### src/rtl/core/csqr_pkg.sv
// ----------------------------------------------------------------------------
// csqr_pkg
// shared types and constants for the command send queue with retry
// ----------------------------------------------------------------------------
`default_nettype none

package csqr_pkg;

  // default ring depth of the command store
  localparam int unsigned QUEUE_DEPTH_DEF = 4;

  // configuration register reset values
  localparam logic [3:0] RETRY_LIMIT_RST = 4'd1;
  localparam logic [7:0] STALL_LIMIT_RST = 8'd10;

  // stall counter saturation point
  localparam logic [7:0] STALL_MAX = 8'hFF;

  localparam int unsigned CFG_IDX_W  = 1;
  localparam int unsigned CFG_DATA_W = 8;

  typedef enum logic [1:0] {
    ACT_ENQUEUE = 2'd0,
    ACT_ACK     = 2'd1,
    ACT_FAIL    = 2'd2,
    ACT_TICK    = 2'd3
  } action_e;

  typedef enum logic [1:0] {
    LINK_SENT       = 2'd0,
    LINK_BUSY_BEGIN = 2'd1,
    LINK_WRITE_ERR  = 2'd2,
    LINK_BUSY_SEND  = 2'd3
  } link_e;

  typedef enum logic [1:0] {
    REP_NONE      = 2'd0,
    REP_STUCK     = 2'd1,
    REP_NO_ANSWER = 2'd2,
    REP_WRITE_ERR = 2'd3
  } report_e;

  typedef enum logic [CFG_IDX_W-1:0] {
    CFG_RETRY_LIMIT = 1'd0,
    CFG_STALL_LIMIT = 1'd1
  } cfg_reg_e;

  typedef enum logic [1:0] {
    ST_IDLE = 2'd0,
    ST_EXEC = 2'd1,
    ST_READ = 2'd2,
    ST_LOAD = 2'd3
  } ctrl_state_e;

  typedef struct packed {
    logic [1:0]  action;
    logic [7:0]  cmd_code;
    logic [15:0] cmd_argument;
    logic [15:0] list_number;
    logic [7:0]  request_tag;
    logic [1:0]  link_status;
  } in_item_t;

  typedef struct packed {
    logic        accepted;
    logic        launch_valid;
    logic [7:0]  out_cmd;
    logic [15:0] out_argument;
    logic [15:0] out_list;
    logic [7:0]  out_request;
    logic [1:0]  drop_report;
    logic [2:0]  queue_level;
    logic        busy_flag;
  } out_item_t;

  // one slot of the command store
  typedef struct packed {
    logic [7:0]  code;
    logic [15:0] argument;
    logic [15:0] list;
    logic [7:0]  tag;
  } cmd_entry_t;

  // controller to datapath
  typedef struct packed {
    logic capture;
    logic commit;
    logic read;
    logic load;
  } ctl_cmd_t;

  // datapath to controller
  typedef struct packed {
    logic out_free;
  } dp_sts_t;

endpackage

`default_nettype wire

### src/rtl/core/csqr_ctrl.sv
// ----------------------------------------------------------------------------
// csqr_ctrl
// sequencer: capture, execute event, read head slot, load result
// ----------------------------------------------------------------------------
`default_nettype none

module csqr_ctrl (
  input  wire                   clk_i,
  input  wire                   rst_ni,
  input  wire                   in_valid_i,
  output logic                  in_stall_o,
  input  csqr_pkg::dp_sts_t     sts_i,
  output csqr_pkg::ctl_cmd_t    cmd_o
);

  csqr_pkg::ctrl_state_e state_q, state_d;

  always_ff @(posedge clk_i or negedge rst_ni) begin
    if (!rst_ni) begin
      state_q <= csqr_pkg::ST_IDLE;
    end else begin
      state_q <= state_d;
    end
  end

  // next state
  always_comb begin
    state_d = state_q;
    unique case (state_q)
      csqr_pkg::ST_IDLE: begin
        if (in_valid_i) begin
          state_d = csqr_pkg::ST_EXEC;
        end
      end
      csqr_pkg::ST_EXEC: state_d = csqr_pkg::ST_READ;
      csqr_pkg::ST_READ: state_d = csqr_pkg::ST_LOAD;
      csqr_pkg::ST_LOAD: begin
        if (sts_i.out_free) begin
          state_d = csqr_pkg::ST_IDLE;
        end
      end
      default: state_d = csqr_pkg::ST_IDLE;
    endcase
  end

  // outputs
  always_comb begin
    cmd_o      = '0;
    in_stall_o = 1'b1;
    unique case (state_q)
      csqr_pkg::ST_IDLE: begin
        in_stall_o  = 1'b0;
        cmd_o.capture = in_valid_i;
      end
      csqr_pkg::ST_EXEC: cmd_o.commit = 1'b1;
      csqr_pkg::ST_READ: cmd_o.read = 1'b1;
      csqr_pkg::ST_LOAD: cmd_o.load = sts_i.out_free;
      default: cmd_o = '0;
    endcase
  end

  a_load_only_when_free: assert property (@(posedge clk_i) disable iff (!rst_ni)
    cmd_o.load |-> sts_i.out_free)
    else $error("result loaded into an occupied output register");

  a_exec_follows_capture: assert property (@(posedge clk_i) disable iff (!rst_ni)
    cmd_o.capture |=> cmd_o.commit)
    else $error("captured transaction not executed next cycle");

endmodule

`default_nettype wire

### src/rtl/core/csqr_dpath.sv
// ----------------------------------------------------------------------------
// csqr_dpath
// command ring, counters, configuration registers and result register
// ----------------------------------------------------------------------------
`default_nettype none

module csqr_dpath #(
  parameter int unsigned QUEUE_DEPTH = csqr_pkg::QUEUE_DEPTH_DEF
) (
  input  wire                                 clk_i,
  input  wire                                 rst_ni,
  input  csqr_pkg::ctl_cmd_t                  cmd_i,
  output csqr_pkg::dp_sts_t                   sts_o,
  input  csqr_pkg::in_item_t                  in_item_i,
  input  wire                                 cfg_we_i,
  input  wire [csqr_pkg::CFG_IDX_W-1:0]       cfg_index_i,
  input  wire [csqr_pkg::CFG_DATA_W-1:0]      cfg_data_i,
  output logic                                out_valid_o,
  input  wire                                 out_stall_i,
  output csqr_pkg::out_item_t                 out_item_o
);

  localparam int unsigned PtrW  = $clog2(QUEUE_DEPTH);
  localparam int unsigned FillW = $clog2(QUEUE_DEPTH + 1);
  localparam int unsigned SumW  = FillW + 1;

  function automatic logic [PtrW-1:0] ptr_inc(input logic [PtrW-1:0] p);
    logic [PtrW-1:0] r;
    if (p == PtrW'(QUEUE_DEPTH - 1)) begin
      r = '0;
    end else begin
      r = p + 1'b1;
    end
    return r;
  endfunction

  // configuration
  logic [3:0] retry_limit_q;
  logic [7:0] stall_limit_q;

  always_ff @(posedge clk_i or negedge rst_ni) begin
    if (!rst_ni) begin
      retry_limit_q <= csqr_pkg::RETRY_LIMIT_RST;
      stall_limit_q <= csqr_pkg::STALL_LIMIT_RST;
    end else if (cfg_we_i) begin
      unique case (csqr_pkg::cfg_reg_e'(cfg_index_i))
        csqr_pkg::CFG_RETRY_LIMIT: retry_limit_q <= cfg_data_i[3:0];
        csqr_pkg::CFG_STALL_LIMIT: stall_limit_q <= cfg_data_i;
        default: ;
      endcase
    end
  end

  // captured transaction
  csqr_pkg::in_item_t item_q;

  always_ff @(posedge clk_i) begin
    if (cmd_i.capture) begin
      item_q <= in_item_i;
    end
  end

  // queue state
  logic [PtrW-1:0]  head_q, head_d;
  logic [FillW-1:0] fill_q, fill_d;
  logic             inflight_q, inflight_d;
  logic [3:0]       retry_q, retry_d;
  logic [7:0]       stall_q, stall_d;
  logic             armed_q, armed_d;

  // pending result fields
  logic             acc_d, acc_q;
  logic             launch_d, launch_q;
  logic [1:0]       rep_d, rep_q;

  logic [SumW-1:0]  tail_sum;
  logic [PtrW-1:0]  tail_ptr;
  logic             try_l;

  always_comb begin
    tail_sum = SumW'(head_q) + SumW'(fill_q);
    if (tail_sum >= SumW'(QUEUE_DEPTH)) begin
      tail_sum = tail_sum - SumW'(QUEUE_DEPTH);
    end
    tail_ptr = tail_sum[PtrW-1:0];
  end

  // event then launch try
  always_comb begin
    head_d     = head_q;
    fill_d     = fill_q;
    inflight_d = inflight_q;
    retry_d    = retry_q;
    stall_d    = stall_q;
    armed_d    = armed_q;
    acc_d      = 1'b0;
    launch_d   = 1'b0;
    rep_d      = csqr_pkg::REP_NONE;
    try_l      = 1'b0;

    unique case (csqr_pkg::action_e'(item_q.action))
      csqr_pkg::ACT_ENQUEUE: begin
        if (fill_d != FillW'(QUEUE_DEPTH)) begin
          fill_d = fill_d + 1'b1;
          acc_d  = 1'b1;
          try_l  = 1'b1;
        end
      end
      csqr_pkg::ACT_ACK: begin
        inflight_d = 1'b0;
        if (fill_d != '0) begin
          head_d  = ptr_inc(head_d);
          fill_d  = fill_d - 1'b1;
          retry_d = '0;
          stall_d = '0;
        end
        try_l = 1'b1;
      end
      csqr_pkg::ACT_FAIL: begin
        inflight_d = 1'b0;
        if (fill_d != '0) begin
          if (retry_d < retry_limit_q) begin
            retry_d = retry_d + 1'b1;
          end else begin
            head_d  = ptr_inc(head_d);
            fill_d  = fill_d - 1'b1;
            retry_d = '0;
            stall_d = '0;
            rep_d   = csqr_pkg::REP_NO_ANSWER;
          end
          try_l = 1'b1;
        end
      end
      csqr_pkg::ACT_TICK: begin
        armed_d = 1'b0;
        try_l   = 1'b1;
      end
      default: ;
    endcase

    if (try_l && !inflight_d && (fill_d != '0)) begin
      if (csqr_pkg::link_e'(item_q.link_status) == csqr_pkg::LINK_SENT) begin
        launch_d   = 1'b1;
        stall_d    = '0;
        inflight_d = 1'b1;
      end else begin
        // write error drops the head before counting the stall
        if (csqr_pkg::link_e'(item_q.link_status) == csqr_pkg::LINK_WRITE_ERR) begin
          head_d  = ptr_inc(head_d);
          fill_d  = fill_d - 1'b1;
          retry_d = '0;
          stall_d = '0;
          rep_d   = csqr_pkg::REP_WRITE_ERR;
        end
        if (stall_d != csqr_pkg::STALL_MAX) begin
          stall_d = stall_d + 1'b1;
        end
        if (stall_d > stall_limit_q) begin
          if (fill_d != '0) begin
            head_d = ptr_inc(head_d);
            fill_d = fill_d - 1'b1;
          end
          retry_d = '0;
          stall_d = '0;
          rep_d   = csqr_pkg::REP_STUCK;
        end
        if (fill_d != '0) begin
          armed_d = 1'b1;
        end
      end
    end
  end

  always_ff @(posedge clk_i or negedge rst_ni) begin
    if (!rst_ni) begin
      head_q     <= '0;
      fill_q     <= '0;
      inflight_q <= 1'b0;
      retry_q    <= '0;
      stall_q    <= '0;
      armed_q    <= 1'b0;
    end else if (cmd_i.commit) begin
      head_q     <= head_d;
      fill_q     <= fill_d;
      inflight_q <= inflight_d;
      retry_q    <= retry_d;
      stall_q    <= stall_d;
      armed_q    <= armed_d;
    end
  end

  always_ff @(posedge clk_i) begin
    if (cmd_i.commit) begin
      acc_q    <= acc_d;
      launch_q <= launch_d;
      rep_q    <= rep_d;
    end
  end

  // command store
  csqr_pkg::cmd_entry_t mem_q [QUEUE_DEPTH];
  csqr_pkg::cmd_entry_t rd_q;
  csqr_pkg::cmd_entry_t wr_entry;

  assign wr_entry = '{code:     item_q.cmd_code,
                      argument: item_q.cmd_argument,
                      list:     item_q.list_number,
                      tag:      item_q.request_tag};

  always_ff @(posedge clk_i) begin
    if (cmd_i.commit && acc_d) begin
      mem_q[tail_ptr] <= wr_entry;
    end
  end

  always_ff @(posedge clk_i) begin
    if (cmd_i.read) begin
      rd_q <= mem_q[head_q];
    end
  end

  // result register
  logic                 out_valid_q;
  csqr_pkg::out_item_t  out_item_q;
  csqr_pkg::out_item_t  res_d;
  logic [FillW+2:0]     lvl_ext;

  assign lvl_ext = {3'b000, fill_q};

  always_comb begin
    res_d              = '0;
    res_d.accepted     = acc_q;
    res_d.launch_valid = launch_q;
    res_d.drop_report  = rep_q;
    res_d.queue_level  = lvl_ext[2:0];
    res_d.busy_flag    = inflight_q;
    if (launch_q) begin
      res_d.out_cmd      = rd_q.code;
      res_d.out_argument = rd_q.argument;
      res_d.out_list     = rd_q.list;
      res_d.out_request  = rd_q.tag;
    end
  end

  always_ff @(posedge clk_i or negedge rst_ni) begin
    if (!rst_ni) begin
      out_valid_q <= 1'b0;
    end else if (cmd_i.load) begin
      out_valid_q <= 1'b1;
    end else if (!out_stall_i) begin
      out_valid_q <= 1'b0;
    end
  end

  always_ff @(posedge clk_i) begin
    if (cmd_i.load) begin
      out_item_q <= res_d;
    end
  end

  assign sts_o.out_free = !out_valid_q || !out_stall_i;
  assign out_valid_o    = out_valid_q;
  assign out_item_o     = out_item_q;

  a_fill_bounded: assert property (@(posedge clk_i) disable iff (!rst_ni)
    fill_q <= FillW'(QUEUE_DEPTH))
    else $error("fill count beyond queue depth");

  a_launch_sets_busy: assert property (@(posedge clk_i) disable iff (!rst_ni)
    (cmd_i.commit && launch_d) |=> inflight_q && (fill_q != '0))
    else $error("launch without a held command in flight");

  a_accept_grows_fill: assert property (@(posedge clk_i) disable iff (!rst_ni)
    (cmd_i.commit && acc_d) |-> (fill_q != FillW'(QUEUE_DEPTH)))
    else $error("enqueue taken on a full queue");

endmodule

`default_nettype wire

### src/rtl/core/command_send_queue_with_retry.sv
// ----------------------------------------------------------------------------
// command_send_queue_with_retry
// command transmit queue with launch, retry and stall-drop handling
// ----------------------------------------------------------------------------
// sequence: each accepted transaction passes capture, execute, head slot read
//   and load; the load waits while back-pressure holds the result register
// throughput: no new transaction is taken until the current one's result is
//   loaded into the result register
// reset: asynchronous active low; queue empty, counters and flags cleared,
//   retry_limit 1, stall_limit 10; command store contents are not cleared
// ----------------------------------------------------------------------------
`default_nettype none

module command_send_queue_with_retry #(
  parameter int unsigned QUEUE_DEPTH = csqr_pkg::QUEUE_DEPTH_DEF
) (
  input  wire                              clk_i,
  input  wire                              rst_ni,
  // event channel
  input  wire                              in_valid_i,
  output logic                             in_stall_o,
  input  csqr_pkg::in_item_t               in_item_i,
  // result channel
  output logic                             out_valid_o,
  input  wire                              out_stall_i,
  output csqr_pkg::out_item_t              out_item_o,
  // configuration write channel
  input  wire                              cfg_valid_i,
  output logic                             cfg_ready_o,
  input  wire [csqr_pkg::CFG_IDX_W-1:0]    cfg_index_i,
  input  wire [csqr_pkg::CFG_DATA_W-1:0]   cfg_data_i
);

  csqr_pkg::ctl_cmd_t ctl_cmd;
  csqr_pkg::dp_sts_t  dp_sts;

  // configuration registers take a write in any cycle
  assign cfg_ready_o = 1'b1;

  // sequencer: one transaction in flight inside the block at a time, the
  // result register lets the next transaction be taken while a result waits
  csqr_ctrl u_ctrl (
    .clk_i      (clk_i),
    .rst_ni     (rst_ni),
    .in_valid_i (in_valid_i),
    .in_stall_o (in_stall_o),
    .sts_i      (dp_sts),
    .cmd_o      (ctl_cmd)
  );

  // datapath: ring of commands, retry and stall counters, launch decision
  csqr_dpath #(
    .QUEUE_DEPTH (QUEUE_DEPTH)
  ) u_dpath (
    .clk_i       (clk_i),
    .rst_ni      (rst_ni),
    .cmd_i       (ctl_cmd),
    .sts_o       (dp_sts),
    .in_item_i   (in_item_i),
    .cfg_we_i    (cfg_valid_i && cfg_ready_o),
    .cfg_index_i (cfg_index_i),
    .cfg_data_i  (cfg_data_i),
    .out_valid_o (out_valid_o),
    .out_stall_i (out_stall_i),
    .out_item_o  (out_item_o)
  );

  a_no_take_while_busy: assert property (@(posedge clk_i) disable iff (!rst_ni)
    (in_valid_i && !in_stall_o) |=> in_stall_o)
    else $error("second transaction taken while one is being processed");

endmodule

`default_nettype wire

### config.mk
export PLATFORM = sky130hd
export DESIGN_NAME = command_send_queue_with_retry
export DESIGN_NICKNAME = d
export VERILOG_FILES = /design/src/rtl/core/csqr_pkg.sv /design/src/rtl/core/csqr_ctrl.sv /design/src/rtl/core/csqr_dpath.sv /design/src/rtl/core/command_send_queue_with_retry.sv
export SDC_FILE = /design/constraint.sdc
export NUM_CORES = 1
export LEC_CHECK = 0
export BUFFER_PORTS_ARGS = -buffer_cell sky130_fd_sc_hd__buf_2
export CAP_MARGIN = 25
export CORE_MARGIN = 1.5
export CORE_UTILIZATION = 56
export CTS_BUF_LIST = sky130_fd_sc_hd__clkbuf_8
export CTS_CLUSTER_DIAMETER = 80
export DETAILED_ROUTE_END_ITERATION = 10
export HOLD_SLACK_MARGIN = 0.15
export PLACE_DENSITY = 0.78
export SKIP_LAST_GASP = 1
export SLEW_MARGIN = 20
export SYNTH_ARGS = -nofsm -noshare
export SYNTH_HDL_FRONTEND = slang
export SYNTH_SLANG_ARGS = --single-unit
### constraint.sdc
create_clock -name clk_i -period 4.9 [get_ports clk_i]
set_clock_uncertainty 0.15 [all_clocks]
set_input_delay 0.735 -clock clk_i [delete_from_list [all_inputs] [get_ports clk_i]]
set_output_delay 0.735 -clock clk_i [all_outputs]
set_load 0.02 [all_outputs]
==> metrics.txt <==
# TYPE chip_impl_metric gauge
chip_impl_metric{name="syn-cell-area",unit="sq um"} 14800
chip_impl_metric{name="synthesis.instances",unit=""} 776
chip_impl_metric{name="timing.final.max_slew_violations",unit=""} 0
chip_impl_metric{name="ys.warnings.count",unit=""} 0
chip_impl_metric{name="utilization",unit="%"} 67.1
chip_impl_metric{name="boundaryPins",unit=""} 125
chip_impl_metric{name="crit_path_max_fanout",unit=""} 6
chip_impl_metric{name="dr.pass1.iters",unit=""} 5
chip_impl_info{name="cts.root.buffer_cell",value="sky130_fd_sc_hd__clkbuf_8"} 1
chip_impl_metric{name="post-cts-setup-buffers",unit=""} 0
chip_impl_metric{name="internal_power_of_the_cells",unit="mW"} 6.64
chip_impl_metric{name="dieWidth",unit="microns"} 165
chip_impl_metric{name="power_switching",unit="mW"} 2.93
chip_impl_metric{name="cp_num_buf_inv",unit=""} 0
chip_impl_metric{name="final.setup.tns",unit="ns"} 0
chip_impl_metric{name="timing_hold_violations_final",unit=""} 0
chip_impl_metric{name="final_net_count",unit=""} 1101
chip_impl_metric{name="worstSkewPairLatency",unit="ns"} 0.60
chip_impl_metric{name="dr_iter_0_viols",unit=""} 579
chip_impl_info{name="synth_ff_type",value="sky130_fd_sc_hd__edfxtp_1"} 1
chip_impl_metric{name="sequentialPowerShare",unit="%"} 49.8
chip_impl_metric{name="layout-drive-gt1-share",unit="%"} 28.4
chip_impl_metric{name="postSynthRegisterBits",unit=""} 385
chip_impl_metric{name="detailedPlacementHpwl",unit="microns"} 16300
chip_impl_metric{name="cts_sinks",unit=""} 385
chip_impl_metric{name="post-route-drc-count",unit=""} 0
chip_impl_metric{name="hold_slack",unit="ns"} 0.181
chip_impl_metric{name="report.final.setup_viol",unit=""} 0
chip_impl_metric{name="met1Wirelength",unit="microns"} 11800
chip_impl_metric{name="wire_length_of_the_first_global_routing_pass",unit="microns"} 42900
chip_impl_metric{name="reg2reg_slack",unit="ns"} 0.44
chip_impl_info{name="outcome",value="complete, no violations"} 1
chip_impl_info{name="critical_path.cell_chain",value="ha_1, o211ai_1, o211ai_1, a21oi_2, and2_1, ha_1, and3_1, and3_1, nand2_1, mux2_2, ha_1, nand2b_1, a21oi_1, o311a_1, nand4_1, and3_1, o31ai_1"} 1
chip_impl_info{name="worst_setup_path_end_kind",value="flip-flop"} 1
chip_impl_info{name="topRoutingLayerUsed",value="met4"} 1
chip_impl_metric{name="fmaxAchievable",unit="GHz"} 0.224
chip_impl_metric{name="synth_enable_flop_cells",unit=""} 352
chip_impl_info{name="critPathTopFamily",value="compound AO/OA/AOI/OAI gates"} 1
chip_impl_metric{name="leakagePower",unit="nW"} 6.40
chip_impl_info{name="rr_endpoint",value="u_dpath.head_q[1]$_DFFE_PN0N_"} 1
chip_impl_metric{name="post-layout-total-power",unit="mW"} 9.57
chip_impl_metric{name="area_growth",unit="%"} 18.1
chip_impl_metric{name="std_cell_rows",unit=""} 59
chip_impl_metric{name="floorplan.die_area",unit="sq um"} 27400
chip_impl_metric{name="critPathMaxStageDelay",unit="ns"} 0.42
chip_impl_metric{name="swShare",unit="%"} 30.6
chip_impl_metric{name="met2_length",unit="microns"} 14500
chip_impl_info{name="cts_tree",value="done"} 1
chip_impl_metric{name="worst-r2r-cell-count",unit=""} 17
chip_impl_metric{name="path_depth",unit=""} 17
chip_impl_metric{name="synth_cell_types",unit=""} 64
chip_impl_info{name="min_from",value="in_item_i[8]"} 1
chip_impl_metric{name="seqCellArea",unit="sq um"} 11400
chip_impl_metric{name="port_buffers",unit=""} 123
chip_impl_info{name="min-delay-path-class",value="input pin to flip-flop"} 1
chip_impl_metric{name="max_cap_viol_count",unit=""} 0
chip_impl_metric{name="core_area",unit="sq um"} 26000
chip_impl_metric{name="cts.reportedPaths.clkPinSlew",unit="ns"} 0.06
chip_impl_metric{name="synth.avg_cell_area",unit="sq um"} 19.0
chip_impl_metric{name="cts.htree.levels",unit=""} 2
chip_impl_metric{name="viasPerCell",unit=""} 5.54
chip_impl_metric{name="placer_congestion_estimate",unit=""} 0.862
chip_impl_metric{name="met3_length",unit="microns"} 1370
chip_impl_metric{name="async_reset_ff_share",unit="%"} 8.57
chip_impl_metric{name="numCtsBuffers",unit=""} 58
chip_impl_metric{name="worst-endpoint-arrival",unit="ns"} 4.79
chip_impl_metric{name="gr-total-overflow",unit=""} 0
chip_impl_metric{name="hold_depth",unit=""} 1
chip_impl_info{name="min_delay_endpoint",value="u_dpath.item_q[8]$_DFFE_PP_"} 1
chip_impl_metric{name="finalWorstPathRequiredPeriod",unit="ns"} 4.46
chip_impl_metric{name="die_y",unit="microns"} 165
chip_impl_metric{name="combPwrFrac",unit="%"} 25.6
chip_impl_metric{name="setup_slack",unit="ns"} 0.442
chip_impl_metric{name="min_period_over_period",unit="%"} 91.0
chip_impl_info{name="regToRegStartpoint",value="u_dpath.retry_q[1]$_DFFE_PN0N_"} 1
chip_impl_metric{name="max-slew-margin-rel",unit="%"} 47.8
chip_impl_metric{name="multi_input_comb_area",unit="sq um"} 3210
chip_impl_metric{name="post_syn_nets",unit=""} 874
chip_impl_info{name="setup.worst_path.start_class",value="flip-flop"} 1
chip_impl_info{name="rsz0062_at_grt",value="false"} 1
chip_impl_metric{name="worstPathRequired",unit="ns"} 5.23
chip_impl_metric{name="irDropWorstVdd",unit="mV"} 0.345
chip_impl_metric{name="yosysSeqAreaShare",unit="%"} 77.1
chip_impl_metric{name="floorplan.initialDensity",unit="%"} 56.9
chip_impl_metric{name="grt_pass1_vias",unit=""} 7851
chip_impl_metric{name="postRouteWirelength",unit="microns"} 28300
chip_impl_metric{name="worstMarginPinSlew",unit="ns"} 0.781
chip_impl_metric{name="routed_wire_length_per_instance",unit="microns"} 20.4
chip_impl_metric{name="power_density",unit="nW/um^2"} 549
chip_impl_metric{name="clockBufferDepth",unit=""} 3
chip_impl_metric{name="global_routing_usage_summed_across_all_routing_layers",unit="%"} 21.2
chip_impl_info{name="crit_slowest_cell",value="sky130_fd_sc_hd__dfrtp_1"} 1
chip_impl_metric{name="initial_antenna_violation_count",unit=""} 0
chip_impl_metric{name="antenna_violating_nets_post_route",unit=""} 0
chip_impl_metric{name="place_ws",unit="ns"} 0.392
chip_impl_metric{name="nFillCells",unit=""} 1733
chip_impl_info{name="timing_worst_setup_path_type",value="flip-flop to flip-flop"} 1
chip_impl_metric{name="maximum_number_of_pins_on_one_net_before_global_route_repair",unit=""} 50
chip_impl_metric{name="num_vias",unit=""} 7661
chip_impl_metric{name="diodes",unit=""} 0
chip_impl_metric{name="pwr-share-clk",unit="%"} 24.6
[cells in the final DEF, fill, tap and decap left out, types with 7 or more instances in the layout]
cell / instances
sky130_fd_sc_hd__clkbuf_8: 58
sky130_fd_sc_hd__o21ai_0: 12
sky130_fd_sc_hd__clkinv_1: 19
sky130_fd_sc_hd__edfxtp_1: 352
sky130_fd_sc_hd__nand2_1: 26
sky130_fd_sc_hd__buf_2: 123
sky130_fd_sc_hd__nor2_1: 16
sky130_fd_sc_hd__xnor2_1: 8
sky130_fd_sc_hd__mux2_2: 13
sky130_fd_sc_hd__inv_1: 50
sky130_fd_sc_hd__mux4_2: 48
sky130_fd_sc_hd__and2_1: 55
sky130_fd_sc_hd__nand4_1: 8
sky130_fd_sc_hd__a31oi_1: 8
sky130_fd_sc_hd__a22o_1: 7
sky130_fd_sc_hd__ha_1: 31
sky130_fd_sc_hd__nand3_1: 8
sky130_fd_sc_hd__a21oi_1: 13
sky130_fd_sc_hd__dlygate4sd3_1: 43
sky130_fd_sc_hd__buf_4: 23
sky130_fd_sc_hd__dfrtp_1: 28
[worst max path at each step]
stage | from | end | slack [ns]
after floorplan | u_ctrl.state_q[1]$_DFFE_PN0P_ | u_dpath.mem_q[0][0]$_DFFE_PP_ | -0.45
after global placement | u_dpath.retry_q[1]$_DFFE_PN0N_ | u_dpath.retry_q[0]$_DFFE_PN0N_ | 0.51
after detailed placement | u_dpath.retry_q[1]$_DFFE_PN0N_ | u_dpath.stall_q[1]$_DFFE_PN0N_ | 0.39
after CTS | u_dpath.retry_q[1]$_DFFE_PN0N_ | u_dpath.stall_q[1]$_DFFE_PN0N_ | 0.36
after global routing | u_dpath.retry_q[1]$_DFFE_PN0N_ | u_dpath.stall_q[4]$_DFFE_PN0N_ | 0.07
final | u_dpath.retry_q[1]$_DFFE_PN0N_ | u_dpath.head_q[1]$_DFFE_PN0N_ | 0.44
[state kept, by name, summed over array words and instances (netlist names)]
register and cells:
u_dpath.retry_limit_q 4, u_dpath.stall_q 8, u_dpath.mem_q 192, u_dpath.rd_q 48, u_dpath.head_q 2, u_dpath.rep_q 2
u_dpath.fill_q 3, u_dpath.launch_q 1, u_dpath.inflight_q 1, u_dpath.retry_q 4, u_dpath.stall_limit_q 8, u_ctrl.state_q 2
u_dpath.acc_q 1, u_dpath.item_q 52, u_dpath.out_item_o 56, u_dpath.out_valid_o 1
[through the flow]
step	instances	area (sq um)
2_1_floorplan	776	14800
3_3_place_gp	1234	15900
3_5_place_dp	1234	15900
4_1_cts	1377	17400
5_1_grt	1382	17400
6_report	1382	17400
[power groups by stage]
stage	clock [mW]	sequential [mW]	combinational, mW
final	2.35	4.77	2.45
after global routing	2.53	4.83	2.69
after CTS	2.40	4.77	2.45
after detailed placement	0	4.83	2.42
after global placement	0	4.80	2.38
after floorplan	0	4.96	1.49
[what timing repair did]
action,4_1_cts,5_1_grt
endpoints found under the setup margin,0,7
gates resized for setup,0,1
hold buffers,39,4
endpoints found under the hold margin,68,4
[Yosys cell counts (all sizes together) (13+ instances only)]
cell    number  area (sq um)
inv         30           113
edfxtp     352         10600
ha          32           400
dfrtp       30           751
and2        56           350
clkbuf      17          63.8
nand2       26          97.6
mux2        13           146
a21oi       14          70.1
nor2        18          67.6
o21ai       14          73.8
mux4        48          1080
[routing by layer]
metal	vias up	GRT usage, %
li1	3515	-
met1	3863	27.7
met2	236	36.2
met3	47	4.05
met4	0	6.57
met5	-	0
[kinds of logic after synthesis]
logic type	Yosys count	share of synthesized area, %
flip-flops	385	77.1
buffers and inverters	54	1.45
other	1	0.0254
XOR/XNOR	9	0.533
multiplexers	63	8.44
AO/OA/AOI/OAI	84	4.09
AND/OR/NAND/NOR	148	5.61
adder cells (fa/ha/maj)	32	2.71
[cell type report]
type                            count  area share, %
Clock buffer                       58           4.58
Inverter                           30          0.645
Tap cell                          335           2.40
Multi-Input combinational cell    337           18.4
Sequential cell                   385           65.4
Clock inverter                     46           1.37
Timing Repair Buffer              191           7.26
No activity file was read; power rests on OpenSTA's default activity.
